### src/sv/dfcr_pkg.sv
// Shared constants, codes and the reply table of the fault code reader session.
`timescale 1ns / 1ps

package dfcr_pkg;

  // Payload widths.
  localparam int RxWidth       = 8;
  localparam int ReplyWidth    = 8;
  localparam int CodeWidth     = 12;
  localparam int WordWidth     = 32;
  localparam int NumSyncWords  = 4;
  localparam int SyncIdxWidth  = $clog2(NumSyncWords);
  localparam int CountWidth    = 4;

  // Output beat packing: reply_first, reply_second, fault_code, zero fill.
  localparam int TdataRaw      = 2 * ReplyWidth + CodeWidth;
  localparam int TdataWidth    = ((TdataRaw + 7) / 8) * 8;
  localparam int TdataPad      = TdataWidth - TdataRaw;

  // Configuration register indexes.
  typedef enum logic [SyncIdxWidth-1:0] {
    REG_SYNC_WORD_0 = 2'd0,
    REG_SYNC_WORD_1 = 2'd1,
    REG_SYNC_WORD_2 = 2'd2,
    REG_SYNC_WORD_3 = 2'd3
  } reg_index_t;

  // Result kinds carried on tuser.
  localparam logic KIND_REPLY = 1'b0;
  localparam logic KIND_CODE  = 1'b1;

  // Phase lengths: the counters wrap when the incremented count passes these.
  localparam logic [CountWidth-1:0] FullSyncRounds  = 4'd7;
  localparam logic [CountWidth-1:0] ShortSyncRounds = 4'd3;
  localparam logic [CountWidth-1:0] DiscardBytes    = 4'd5;
  localparam logic [CountWidth-1:0] FinalCodes      = 4'd7;

  // Fixed two-byte reply for each sync signature, first byte in the high half.
  function automatic logic [2*ReplyWidth-1:0] reply_bytes(
    input logic [SyncIdxWidth-1:0] idx
  );
    logic [2*ReplyWidth-1:0] r;
    case (idx)
      2'd0:    r = {8'h01, 8'hB0};
      2'd1:    r = {8'hFF, 8'h5F};
      2'd2:    r = {8'h25, 8'h94};
      2'd3:    r = {8'h00, 8'hA0};
      default: r = '0;
    endcase
    return r;
  endfunction

endpackage

### src/sv/diag_fault_code_reader_fsm_core.sv
// Fault code reader session controller: sync matching, replies and code reads.
// A result beat is registered and presented in the cycle after the byte beat that causes it.
// Throughput: one byte beat per cycle; only a stalled output register holds input off.
// Each byte is decoded by its phase: one compare against the selected sync word in the sync phases, counter updates.
// Reset (synchronous, active high) clears the window, counters, phase and sync words.
`timescale 1ns / 1ps

module diag_fault_code_reader_fsm_core (
  input  logic                                clk,
  input  logic                                rst,
  // Input stream; tdata: rx_byte[7:0].
  input  logic                                s_axis_tvalid,
  output logic                                s_axis_tready,
  input  logic [dfcr_pkg::RxWidth-1:0]        s_axis_tdata,
  // Output stream; tdata: reply_first[7:0], reply_second[15:8], fault_code[27:16],
  // zero fill[31:28]; tuser: kind[0]; tlast: session_done.
  output logic                                m_axis_tvalid,
  input  logic                                m_axis_tready,
  output logic [dfcr_pkg::TdataWidth-1:0]     m_axis_tdata,
  output logic                                m_axis_tuser,
  output logic                                m_axis_tlast,
  // Configuration write channel.
  input  logic                                cfg_valid,
  output logic                                cfg_ready,
  input  logic [dfcr_pkg::SyncIdxWidth-1:0]   cfg_index,
  input  logic [dfcr_pkg::WordWidth-1:0]      cfg_data
);

  typedef enum logic [2:0] {
    PH_FULL_SYNC  = 3'd0,
    PH_SHORT_SYNC = 3'd1,
    PH_CODE_READ  = 3'd2,
    PH_DISCARD    = 3'd3,
    PH_FINAL_READ = 3'd4
  } phase_t;

  // Session state.
  phase_t                                 phase, phase_next;
  logic [dfcr_pkg::WordWidth-1:0]         byte_window, byte_window_next;
  logic [dfcr_pkg::SyncIdxWidth-1:0]      sync_index, sync_index_next;
  logic [dfcr_pkg::CountWidth-1:0]        phase_count, phase_count_next;
  logic [dfcr_pkg::CountWidth-1:0]        code_count, code_count_next;
  logic                                   code_byte_index, code_byte_index_next;
  logic [dfcr_pkg::WordWidth-1:0]         sync_word [dfcr_pkg::NumSyncWords];

  // Result computed for the current byte.
  logic                                   res_valid;
  logic                                   res_kind;
  logic [2*dfcr_pkg::ReplyWidth-1:0]      res_reply;
  logic [dfcr_pkg::CodeWidth-1:0]         res_code;
  logic                                   res_done;

  logic                                   in_beat;
  logic [dfcr_pkg::WordWidth-1:0]         shifted;
  logic                                   sync_hit;
  logic [dfcr_pkg::CountWidth-1:0]        phase_count_inc;
  logic [dfcr_pkg::CountWidth-1:0]        code_count_inc;

  // The output register frees up when empty or when its beat is taken.
  assign s_axis_tready = !m_axis_tvalid || m_axis_tready;
  assign in_beat       = s_axis_tvalid && s_axis_tready;
  assign cfg_ready     = 1'b1;

  assign shifted         = {byte_window[dfcr_pkg::WordWidth-dfcr_pkg::RxWidth-1:0], s_axis_tdata};
  assign sync_hit        = (shifted == sync_word[sync_index]);
  assign phase_count_inc = phase_count + 4'd1;
  assign code_count_inc  = code_count + 4'd1;

  // Per-byte phase decode and counter updates.
  always_comb begin
    phase_next           = phase;
    byte_window_next     = byte_window;
    sync_index_next      = sync_index;
    phase_count_next     = phase_count;
    code_count_next      = code_count;
    code_byte_index_next = code_byte_index;
    res_valid            = 1'b0;
    res_kind             = dfcr_pkg::KIND_REPLY;
    res_reply            = '0;
    res_code             = '0;
    res_done             = 1'b0;
    case (phase)
      PH_FULL_SYNC: begin
        byte_window_next = shifted;
        if (sync_hit) begin
          res_valid       = 1'b1;
          res_reply       = dfcr_pkg::reply_bytes(sync_index);
          sync_index_next = sync_index + 2'd1;
          if (sync_index_next == '0) begin
            phase_count_next = phase_count_inc;
            if (phase_count_inc > dfcr_pkg::FullSyncRounds) begin
              phase_count_next = '0;
              phase_next       = PH_SHORT_SYNC;
            end
          end
        end
      end
      PH_SHORT_SYNC: begin
        byte_window_next = shifted;
        if (sync_hit) begin
          res_valid       = 1'b1;
          res_reply       = dfcr_pkg::reply_bytes(sync_index);
          sync_index_next = sync_index + 2'd1;
          phase_next      = PH_CODE_READ;
        end
      end
      PH_CODE_READ: begin
        byte_window_next     = shifted;
        code_byte_index_next = !code_byte_index;
        if (code_byte_index) begin
          res_valid        = 1'b1;
          res_kind         = dfcr_pkg::KIND_CODE;
          res_code         = {shifted[3:0], shifted[15:8]};
          phase_next       = PH_SHORT_SYNC;
          phase_count_next = phase_count_inc;
          if (phase_count_inc > dfcr_pkg::ShortSyncRounds) begin
            phase_count_next = '0;
            phase_next       = PH_DISCARD;
          end
        end
      end
      PH_DISCARD: begin
        phase_count_next = phase_count_inc;
        if (phase_count_inc > dfcr_pkg::DiscardBytes) begin
          phase_count_next = '0;
          phase_next       = PH_FINAL_READ;
        end
      end
      PH_FINAL_READ: begin
        byte_window_next     = shifted;
        code_byte_index_next = !code_byte_index;
        if (code_byte_index) begin
          res_valid       = 1'b1;
          res_kind        = dfcr_pkg::KIND_CODE;
          res_code        = {shifted[3:0], shifted[15:8]};
          phase_next      = PH_DISCARD;
          code_count_next = code_count_inc;
          if (code_count_inc > dfcr_pkg::FinalCodes) begin
            code_count_next = '0;
            phase_next      = PH_FULL_SYNC;
            res_done        = 1'b1;
          end
        end
      end
      default: begin
        phase_next = PH_FULL_SYNC;
      end
    endcase
  end

  // State, configuration and the output register.
  always_ff @(posedge clk) begin
    if (rst) begin
      phase           <= PH_FULL_SYNC;
      byte_window     <= '0;
      sync_index      <= '0;
      phase_count     <= '0;
      code_count      <= '0;
      code_byte_index <= 1'b0;
      m_axis_tvalid   <= 1'b0;
      for (int i = 0; i < dfcr_pkg::NumSyncWords; i++) begin
        sync_word[i] <= '0;
      end
    end else begin
      if (cfg_valid && cfg_ready) begin
        case (cfg_index)
          dfcr_pkg::REG_SYNC_WORD_0: sync_word[0] <= cfg_data;
          dfcr_pkg::REG_SYNC_WORD_1: sync_word[1] <= cfg_data;
          dfcr_pkg::REG_SYNC_WORD_2: sync_word[2] <= cfg_data;
          dfcr_pkg::REG_SYNC_WORD_3: sync_word[3] <= cfg_data;
          default: ;
        endcase
      end
      if (in_beat) begin
        phase           <= phase_next;
        byte_window     <= byte_window_next;
        sync_index      <= sync_index_next;
        phase_count     <= phase_count_next;
        code_count      <= code_count_next;
        code_byte_index <= code_byte_index_next;
        m_axis_tvalid   <= res_valid;
        // The payload is loaded only on an accepted byte that produces a result.
        if (res_valid) begin
          m_axis_tdata <= {{dfcr_pkg::TdataPad{1'b0}}, res_code,
                           res_reply[dfcr_pkg::ReplyWidth-1:0],
                           res_reply[2*dfcr_pkg::ReplyWidth-1:dfcr_pkg::ReplyWidth]};
          m_axis_tuser <= res_kind;
          m_axis_tlast <= res_done;
        end
      end else if (m_axis_tvalid && m_axis_tready) begin
        m_axis_tvalid <= 1'b0;
      end
    end
  end

endmodule
### config.mk
export PLATFORM = sky130hd
export DESIGN_NAME = diag_fault_code_reader_fsm_core
export DESIGN_NICKNAME = d
export VERILOG_FILES = /design/src/sv/dfcr_pkg.sv /design/src/sv/diag_fault_code_reader_fsm_core.sv
export SDC_FILE = /design/constraint.sdc
export NUM_CORES = 1
export LEC_CHECK = 0
export ABC_CLOCK_PERIOD_IN_PS = 4720
export BUFFER_PORTS_ARGS = -buffer_cell sky130_fd_sc_hd__buf_2
export CORE_UTILIZATION = 59
export DETAILED_ROUTE_END_ITERATION = 12
export GPL_ROUTABILITY_DRIVEN = 0
export PLACE_DENSITY = 0.84
export REMOVE_ABC_BUFFERS = 1
export SLEW_MARGIN = 10
export SYNTH_ARGS = -nofsm -noshare
export SYNTH_HDL_FRONTEND = slang
export SYNTH_SLANG_ARGS = --single-unit
### constraint.sdc
create_clock -name clk -period 4.72 [get_ports clk]
set_input_delay 0.236 -clock clk [delete_from_list [all_inputs] [get_ports clk]]
set_output_delay 0.236 -clock clk [all_outputs]
set_load 0.02 [all_outputs]
==> results of run 1 <==
-- worst max-delay path, cell delays in order, from the launching register on --
cell     delay, ns
dfxtp_2       0.71
buf_12        0.27
mux4_2        0.55
xnor2_1       0.17
nand4_1       0.19
nor4_4        0.44
and3_1        0.26
o21ai_0       0.13
nor2_2        0.72
-- per-layer routing --
layer	vias to the layer above	track usage, %	share of wire [%]
met4	0	10.59	2.5
met2	234	42.10	51
li1	2408	-	-
met1	2591	32.18	40
met3	39	6.552	6.3
met5	-	0	0
-- report_power, final --
part	switching (W)	leakage, nW	internal, W
sequential	0.0000330	1.73	0.00187
combinational	0.000116	1.43	0.0000796
clock	0.000640	0.289	0.000733
-- worst paths after layout --
kind | end | cells after the start | start
setup reg to reg | m_axis_tdata[15]$_SDFFCE_PN0P_ | 8 | register
hold / removal | byte_window[5]$_SDFFE_PP0P_ | 3 | s_axis_tdata[5]
setup / recovery | m_axis_tdata[15]$_SDFFCE_PN0P_ | 8 | register
hold reg to reg | byte_window[23]$_SDFFE_PP0P_ | 2 | byte_window[23]$_SDFFE_PP0P_
-- sequential cells by signal (all words and copies together) (netlist names), named ones only --
signal / count
m_axis_tvalid: 1
sync_index: 2
m_axis_tlast: 1
phase_count: 4
code_byte_index: 1
phase: 3
code_count: 4
m_axis_tdata: 17
sync_word: 128
byte_window: 24
m_axis_tuser: 1
-- synthesized netlist by cell type (9+ instances only) --
master,n
o21ai_0,9
mux4_2,32
nand4_1,9
buf_4,16
edfxtp_1,147
clkbuf_1,27
and3_1,14
and2_1,132
ha_1,9
dfxtp_1,41
nor2_1,16
xnor2_1,35
nand2_1,59
a21oi_1,37
-- area by class of cell --
class	instances	area (sq um)	share of cell area, %
multi-input combinational	406	3048	31.84
timing repair buffer	87	470.5	4.914
sequential	188	5236	54.70
clock buffer	19	464.2	4.849
inverter	7	26.28	0.2745
clock inverter	13	102.6	1.072
tap	180	225.2	2.353
-- logic make-up (layout without fill, tap and decap cells) --
group,Yosys count,count (layout)
DFF,188,188
adders and majority gates,9,9
buffers and inverters,57,126
other,2,5
xor gates and xnor gates,37,37
AOI/OAI and AO/OA,61,61
and+or+nand+nor,259,259
muxes,35,35
-- per-stage QoR --
stage | utilization [%] | instances | hold WS (ns) | setup WS [ns]
floorplan | - | 601 | 0.3051 | 0.3705
global route | 68.17 | 900 | 0.05377 | 0.6198
CTS | 68.17 | 900 | 0.05084 | 0.8081
detailed placement | 64.14 | 868 | 0.4678 | 0.8678
finish | 68.17 | 900 | 0.07048 | 0.8837
global placement | 64.14 | 868 | 0.4568 | 0.9611
==> flow_summary.yaml, run 1 <==
worst_setup_path:
  crit_required_ns: 4.78
  end_kind: "register"
  rrSetupSlack_ns: 0.88
  startpoint_type: "register"
  cp.arrival_ns: 3.89
  worstSetupPathType: "register to register"
  worstPathMaxFanout: 19
grt:
  grt_antenna_before_repair: 0
  grt_pass1_wl_um: 27570
  grt_max_degree: 44
  grt.total_usage_pct: 25.53
  grt-ovfl-total: 0
  grt_pass1_vias: 5239
clock_network:
  cts_made_buffers: 17
  cts_setup_buffers: 0
  clkSinkCount: 188
  cts_tree: "built"
  cts-hold-fix-buffers: 0
  cts_max_path_buffers: 2
  clkTransAtPathRegs_ns: 0.07
  clk_latency_ns: 0.44
  ctsResizeCount: 0
  clockRootBuffer: "clkbuf_16"
  htreeDepth: 4
finish:
  layout_commonest_cell: "edfxtp_1"
  diodes: 0
  final_nets: 763
  final_cell_mix: "edfxtp_1, and2_1, buf_2"
  fill_cells: 947
  fin_area_sq_um: 9573
  area_growth_syn_to_layout_pct: 11.81
  drive_gt1_share_pct: 23.06
floorplanning:
  core_area_sq_um: 14040
  die_h_um: 122.5
  die-area_sq_um: 15000
  start_util_pct: 60.97
  die_w_um: 122.5
  ioPinCount: 84
  rows: 43
synth:
  synthSimpleGateAreaFrac_pct: 17.10
  synthXorXnorAreaFrac_pct: 3.785
  synth_top_area_share_pct: 51.56
  synth_top_family_by_area: "simple AND/OR/NAND/NOR gates"
  syn-cell-area_sq_um: 8562
  synth_cells: 648
  synthMuxAreaShare_pct: 8.768
  synth_edf_count: 147
  synth-compound-area-share_pct: 4.150
  synth.largest_area_cell: "edfxtp_1"
  avgSynthCellArea_sq_um: 13.21
  synth_cell_types: 46
  synth-async-reset-ratio_pct: 0
  seq_area_frac_synth_pct: 61.14
  synth.yosys.warnings: 0
  synth-adder-area-share_pct: 1.315
  yosys_most_used_dff: "edfxtp_1"
  synthTopCellsByArea: "edfxtp_1, and2_1, dfxtp_1, mux4_2, xnor2_1"
  synth_seq_cells: 188
placed_design:
  io_buffers: 78
  hpwl_um: 10710
  dpl_cell_area_sq_um: 9006
sta:
  final.period_utilization_pct: 81.28
  clock-skew-final_ns: 0.009229
  fin_setup_tns_ns: 0
  fmax_mhz: 260.7
  finalSetupViolations: 0
  post-route-min-period_ns: 3.836
  relSlewSlack_pct: 33.34
  slew_violations: 0
  rsz0062_at_grt: "no"
  hold_viol_final: 0
  worstMarginPinSlew_ns: 0.9998
pwr:
  cellLeakagePower_nw: 3.447
  peakVddDrop_v: 0.0003907
  powerDensity_nw_per_um2: 363.0
  power.total_w: 0.003475
job:
  drv_cap: 0
status:
  status: "complete, no violations"
route:
  first_pass_iters: 5
  wl_um: 17600
  drtIter0Drc: 510
  via_count: 5272
  ant_nets: 0
  wl_per_cell_um: 19.55
  vias_per_cell: 5.858
  drc: 0
worst_hold_path:
  hold_class: "input port to register"
No activity file was read; power rests on OpenSTA's default activity.
==> run 2, diff against run 1 <==
--- a/config.mk
+++ b/config.mk
@@ -5,7 +5,7 @@
 export SDC_FILE = /design/constraint.sdc
 export NUM_CORES = 1
 export LEC_CHECK = 0
-export ABC_CLOCK_PERIOD_IN_PS = 4720
+export ABC_CLOCK_PERIOD_IN_PS = 3700
 export BUFFER_PORTS_ARGS = -buffer_cell sky130_fd_sc_hd__buf_2
 export CORE_UTILIZATION = 59
 export DETAILED_ROUTE_END_ITERATION = 12
==> constraint.sdc (replaced) <==
create_clock -name clk -period 3.7 [get_ports clk]
set_input_delay 0.185 -clock clk [delete_from_list [all_inputs] [get_ports clk]]
set_output_delay 0.185 -clock clk [all_outputs]
set_load 0.02 [all_outputs]
==> flow_summary.yaml, run 2 (synthesized netlist as in run 1, its figures left out) <==
status:
  status: "complete, no violations"
sta:
  final.period_utilization_pct: 82.96
  worst_slack_ns: 0.6305
  post-route-min-period_ns: 3.070
  hold_viol_final: 0
  clock-skew-final_ns: 0.006857
  relSlewSlack_pct: 33.61
  finalSetupViolations: 0
  worstMarginPinSlew_ns: 0.9959
  slew_violations: 0
  rsz0062_at_grt: "no"
  fmax_mhz: 325.8
  whs_ns: 0.02710
route:
  drtIter0Drc: 475
  wl_um: 17560
  via_count: 5257
  first_pass_iters: 5
  ant_nets: 0
  vias_per_cell: 5.815
  wl_per_cell_um: 19.43
  drc: 0
pwr:
  power.total_w: 0.004486
  peakVddDrop_v: 0.0003595
  cellLeakagePower_nw: 3.446
  powerDensity_nw_per_um2: 467.0
clock_network:
  cts-hold-fix-buffers: 0
  clockRootBuffer: "clkbuf_16"
  clk_latency_ns: 0.43
  htreeDepth: 4
  cts_tree: "built"
  clkTransAtPathRegs_ns: 0.07
  ctsResizeCount: 0
  cts_setup_buffers: 0
  cts_max_path_buffers: 2
  clkSinkCount: 188
  cts_made_buffers: 17
finish:
  diodes: 0
  fill_cells: 937
  drive_gt1_share_pct: 22.93
  layout_commonest_cell: "edfxtp_1"
  area_growth_syn_to_layout_pct: 12.20
  largest_register_ffs: 128
  final_cell_mix: "edfxtp_1, and2_1, buf_2"
  regMostFlops: "sync_word"
  fin_util_pct: 68.41
  final_nets: 767
  fin_area_sq_um: 9607
  largestRegisters: "sync_word: 128 flops, byte_window: 24 flops, m_axis_tdata: 17 flops"
worst_setup_path:
  worstPathMaxFanout: 18
  path_buf_inv: 2
  crit_top_cell: "buf_4"
  startpoint_type: "register"
  cp_slowest_cell: "mux4_2"
  cp.arrival_ns: 3.20
  cpPeakStageDelay_ns: 0.57
  worstSetupPathType: "register to register"
  critPathTopFamily: "simple AND/OR/NAND/NOR gates"
  end_kind: "register"
  path_cells: "buf_4 > mux4_2 > xnor2_1 > nand4_1 > nor4_4 > and3_1 > o21ai_0 > nor2_2 > buf_4"
  crit_required_ns: 3.83
job:
  drv_cap: 0
floorplanning:
  start_util_pct: 60.97
  die-area_sq_um: 15000
  core_area_sq_um: 14040
  die_w_um: 122.5
  die_h_um: 122.5
  ioPinCount: 84
  rows: 43
placed_design:
  place_ws_ns: 0.6523
  dpl_cell_area_sq_um: 9024
  io_buffers: 78
  hpwl_um: 10860
grt:
  grt_use_met1_pct: 31.85
  grt_max_degree: 40
  grt.met2_usage_pct: 43.43
  grt-ovfl-total: 0
  grt_pass1_vias: 5283
  grt-busiest-layer: "met2"
  gr-usage-met3_pct: 4.507
  grt.total_usage_pct: 25.64
  grt_pass1_wl_um: 27720
  grt_antenna_before_repair: 0
worst_hold_path:
  hold_class: "input port to register"
  worstHoldStart: "s_axis_tdata[5]"
[run 2: layout make-up]
class	instances	area [sq um]	area share, %
sequential	188	5236	54.51
multi-input combinational	406	3048	31.73
timing repair buffer	91	488.0	5.079
clock buffer	19	432.9	4.506
tap	180	225.2	2.344
clock inverter	13	150.1	1.563
inverter	7	26.28	0.2735
[run 2: tightest hold or removal path, cell delays in order]
cell and delay (ns):
buf_2 0.12, nand2_1 0.05, a21oi_1 0.05
[run 2: final timing paths]
path	slack, ns	to	cells past startpoint
max	0.63	m_axis_tdata[27]$_SDFFCE_PN0P_	9
min	0.03	byte_window[5]$_SDFFE_PP0P_	3
max reg2reg	0.63	m_axis_tdata[27]$_SDFFCE_PN0P_	9
min reg2reg	0.48	byte_window[20]$_SDFFE_PP0P_	2
[run 2: metrics by stage]
stage | std cells | TNS, ns
floorplan | 601 | -12.34
global placement | 872 | 0
detailed placement | 872 | 0
CTS | 904 | 0
global route | 904 | 0
finish | 904 | 0
[run 2: layer usage]
layer / wire length, um / vias up
met1: 7281 / 2599
met4: 465 / 0
li1: - / 2417
met5: 0 / -
met3: 1056 / 30
met2: 8759 / 211
[run 2: power breakdown]
group	internal, W	switching (W)	total, W
clock	0.00105	0.000751	0.00180
sequential	0.00239	0.0000419	0.00243
combinational	0.000102	0.000148	0.000250
total	0.00355	0.000941	0.00449
==> run 3, diff against run 2 <==
--- a/config.mk
+++ b/config.mk
@@ -5,12 +5,12 @@
 export SDC_FILE = /design/constraint.sdc
 export NUM_CORES = 1
 export LEC_CHECK = 0
-export ABC_CLOCK_PERIOD_IN_PS = 3700
+export ABC_CLOCK_PERIOD_IN_PS = 2500
 export BUFFER_PORTS_ARGS = -buffer_cell sky130_fd_sc_hd__buf_2
-export CORE_UTILIZATION = 59
+export CORE_UTILIZATION = 53
 export DETAILED_ROUTE_END_ITERATION = 12
 export GPL_ROUTABILITY_DRIVEN = 0
-export PLACE_DENSITY = 0.84
+export PLACE_DENSITY = 0.8
 export REMOVE_ABC_BUFFERS = 1
 export SLEW_MARGIN = 10
 export SYNTH_ARGS = -nofsm -noshare
==> constraint.sdc (replaced) <==
create_clock -name clk -period 2.5 [get_ports clk]
set_input_delay 0.125 -clock clk [delete_from_list [all_inputs] [get_ports clk]]
set_output_delay 0.125 -clock clk [all_outputs]
set_load 0.02 [all_outputs]
==> flow_summary.yaml, run 3 (synthesized netlist as in run 1, its figures left out) <==
status:
  status: "complete, but fails checks"
  violations: "negative setup slack"
sta:
  clock-skew-final_ns: 0.006724
  fmax_mhz: 342.0
  post-route-min-period_ns: 2.924
  rsz0062_at_grt: "yes"
  worst_slack_ns: -0.4238
  relSlewSlack_pct: 37.46
  finalSetupViolations: 36
  whs_ns: 0.006361
  final.period_utilization_pct: 117.0
  slew_violations: 0
  worstMarginPinSlew_ns: 0.9381
  hold_viol_final: 0
  fin_setup_tns_ns: -12.95
finish:
  largestRegisters: "sync_word: 128 flops, byte_window: 24 flops, m_axis_tdata: 17 flops"
  layout_commonest_cell: "edfxtp_1"
  drive_gt1_share_pct: 26.99
  multiInputGateArea_sq_um: 3198
  seqCellArea_sq_um: 5240
  final_cell_mix: "edfxtp_1, and2_1, buf_2"
  regMostFlops: "sync_word"
  largest_register_ffs: 128
  final_nets: 810
  area_growth_syn_to_layout_pct: 20.78
  diodes: 0
  fill_cells: 1067
grt:
  grt.total_usage_pct: 25.27
  grt_max_degree: 40
  grt_pass1_vias: 5676
  grt-ovfl-total: 0
  grt_antenna_before_repair: 0
  grt_pass1_wl_um: 30520
placed_design:
  io_buffers: 78
  hpwl_um: 11640
worst_setup_path:
  reg2reg_depth: 10
  cp.arrival_ns: 3.07
  startpoint_type: "register"
  crit_required_ns: 2.64
  rrSetupSlack_ns: -0.42
  end_kind: "register"
  worstPathMaxFanout: 10
  r2r-end: "m_axis_tdata[13]$_SDFFCE_PN0P_"
  crit_end: "m_axis_tdata[13]$_SDFFCE_PN0P_"
  worstSetupPathType: "register to register"
job:
  drv_cap: 0
floorplanning:
  rows: 46
  die_h_um: 129.1
  die_w_um: 129.1
  core_area_sq_um: 15830
  start_util_pct: 54.09
  ioPinCount: 84
  die-area_sq_um: 16670
pwr:
  powerDensity_nw_per_um2: 651.2
  peakVddDrop_v: 0.0005178
  cellLeakagePower_nw: 3.726
clock_network:
  cts_made_buffers: 17
  cts_max_path_buffers: 2
  clkTransAtPathRegs_ns: 0.07
  htreeDepth: 4
  clkSinkCount: 188
  clk_latency_ns: 0.43
  cts_tree: "built"
  clockRootBuffer: "clkbuf_16"
route:
  via_count: 5562
  first_pass_iters: 5
  ant_nets: 0
  vias_per_cell: 5.658
  drc: 0
  wl_um: 19600
  wl_per_cell_um: 19.94
  drtIter0Drc: 522
worst_hold_path:
  hold_class: "input port to register"
==> run 3: area by class of cell <==
| type | instances | share of cell area (%) |
|---|---|---|
| timing repair buffer | 134 | 9.897 |
| sequential | 188 | 50.67 |
| multi-input combinational | 406 | 30.93 |
| clock buffer | 20 | 4.223 |
| inverter | 7 | 0.2541 |
| tap | 216 | 2.613 |
| clock inverter | 12 | 1.416 |
==> run 3: worst min-delay path by stage <==
stage	cells past startpoint	from	slack [ns]	endpoint
final	2	cfg_data[22]	0.006	sync_word[3][22]$_SDFFCE_PN0P_
after floorplan	1	rst	0.19	register
after global placement	3	s_axis_tdata[5]	0.41	byte_window[5]$_SDFFE_PP0P_
after CTS	3	s_axis_tdata[2]	0.0007	byte_window[2]$_SDFFE_PP0P_
after global routing	2	cfg_data[31]	0.01	sync_word[2][31]$_SDFFCE_PN0P_
after detailed placement	3	s_axis_tdata[4]	0.40	byte_window[4]$_SDFFE_PP0P_
==> run 3: critical path: stages (launching register included) <==
cell	delay [ns]
dfxtp_4	0.38
buf_12	0.14
buf_12	0.13
mux4_2	0.54
xnor2_2	0.22
nand4_1	0.21
nor4_4	0.38
and3_4	0.26
o21ai_4	0.07
nor2_4	0.14
buf_6	0.16
==> run 3: where the power goes <==
| part | switching, W | leakage, nW | internal [W] |
|---|---|---|---|
| registers | 0.0000667 | 1.73 | 0.00353 |
| logic | 0.000240 | 1.72 | 0.000191 |
| clock network | 0.00114 | 0.273 | 0.00156 |
==> run 3: per-layer routing <==
metal  vias to the layer above  share of wire (%)  wire length (um)  GRT usage, %
met5                         -                  0                 0             0
met1                      2772                 39              7598         30.74
met2                       241                 51             10070         43.14
met4                         0                3.3               643         12.80
met3                        50                6.6              1288         4.913
li1                       2499                  -                 -             -
==> run 3: through the flow <==
step                      setup WS [ns]  instance area [sq um]  total power (W)  instances  util [%]
after floorplan                  -1.850                   8287         0.003855        601         -
after global placement          -0.2642                   9286         0.004037        920     58.67
after detailed placement        -0.3039                   9286         0.004059        920     58.67
after CTS                       -0.2955                  10270         0.006716        981     64.92
after global routing            -0.4673                  10340         0.006894        983     65.34
final                           -0.4238                  10340         0.006735        983     65.34
==> run 3: what timing repair did <==
item,CTS,global route
buffers inserted,7,4
pin swaps,11,7
gates resized for setup,17,19
hold endpoints to repair,38,0
endpoints found under the setup margin,34,36
cloned,2,0
hold buffers,21,0
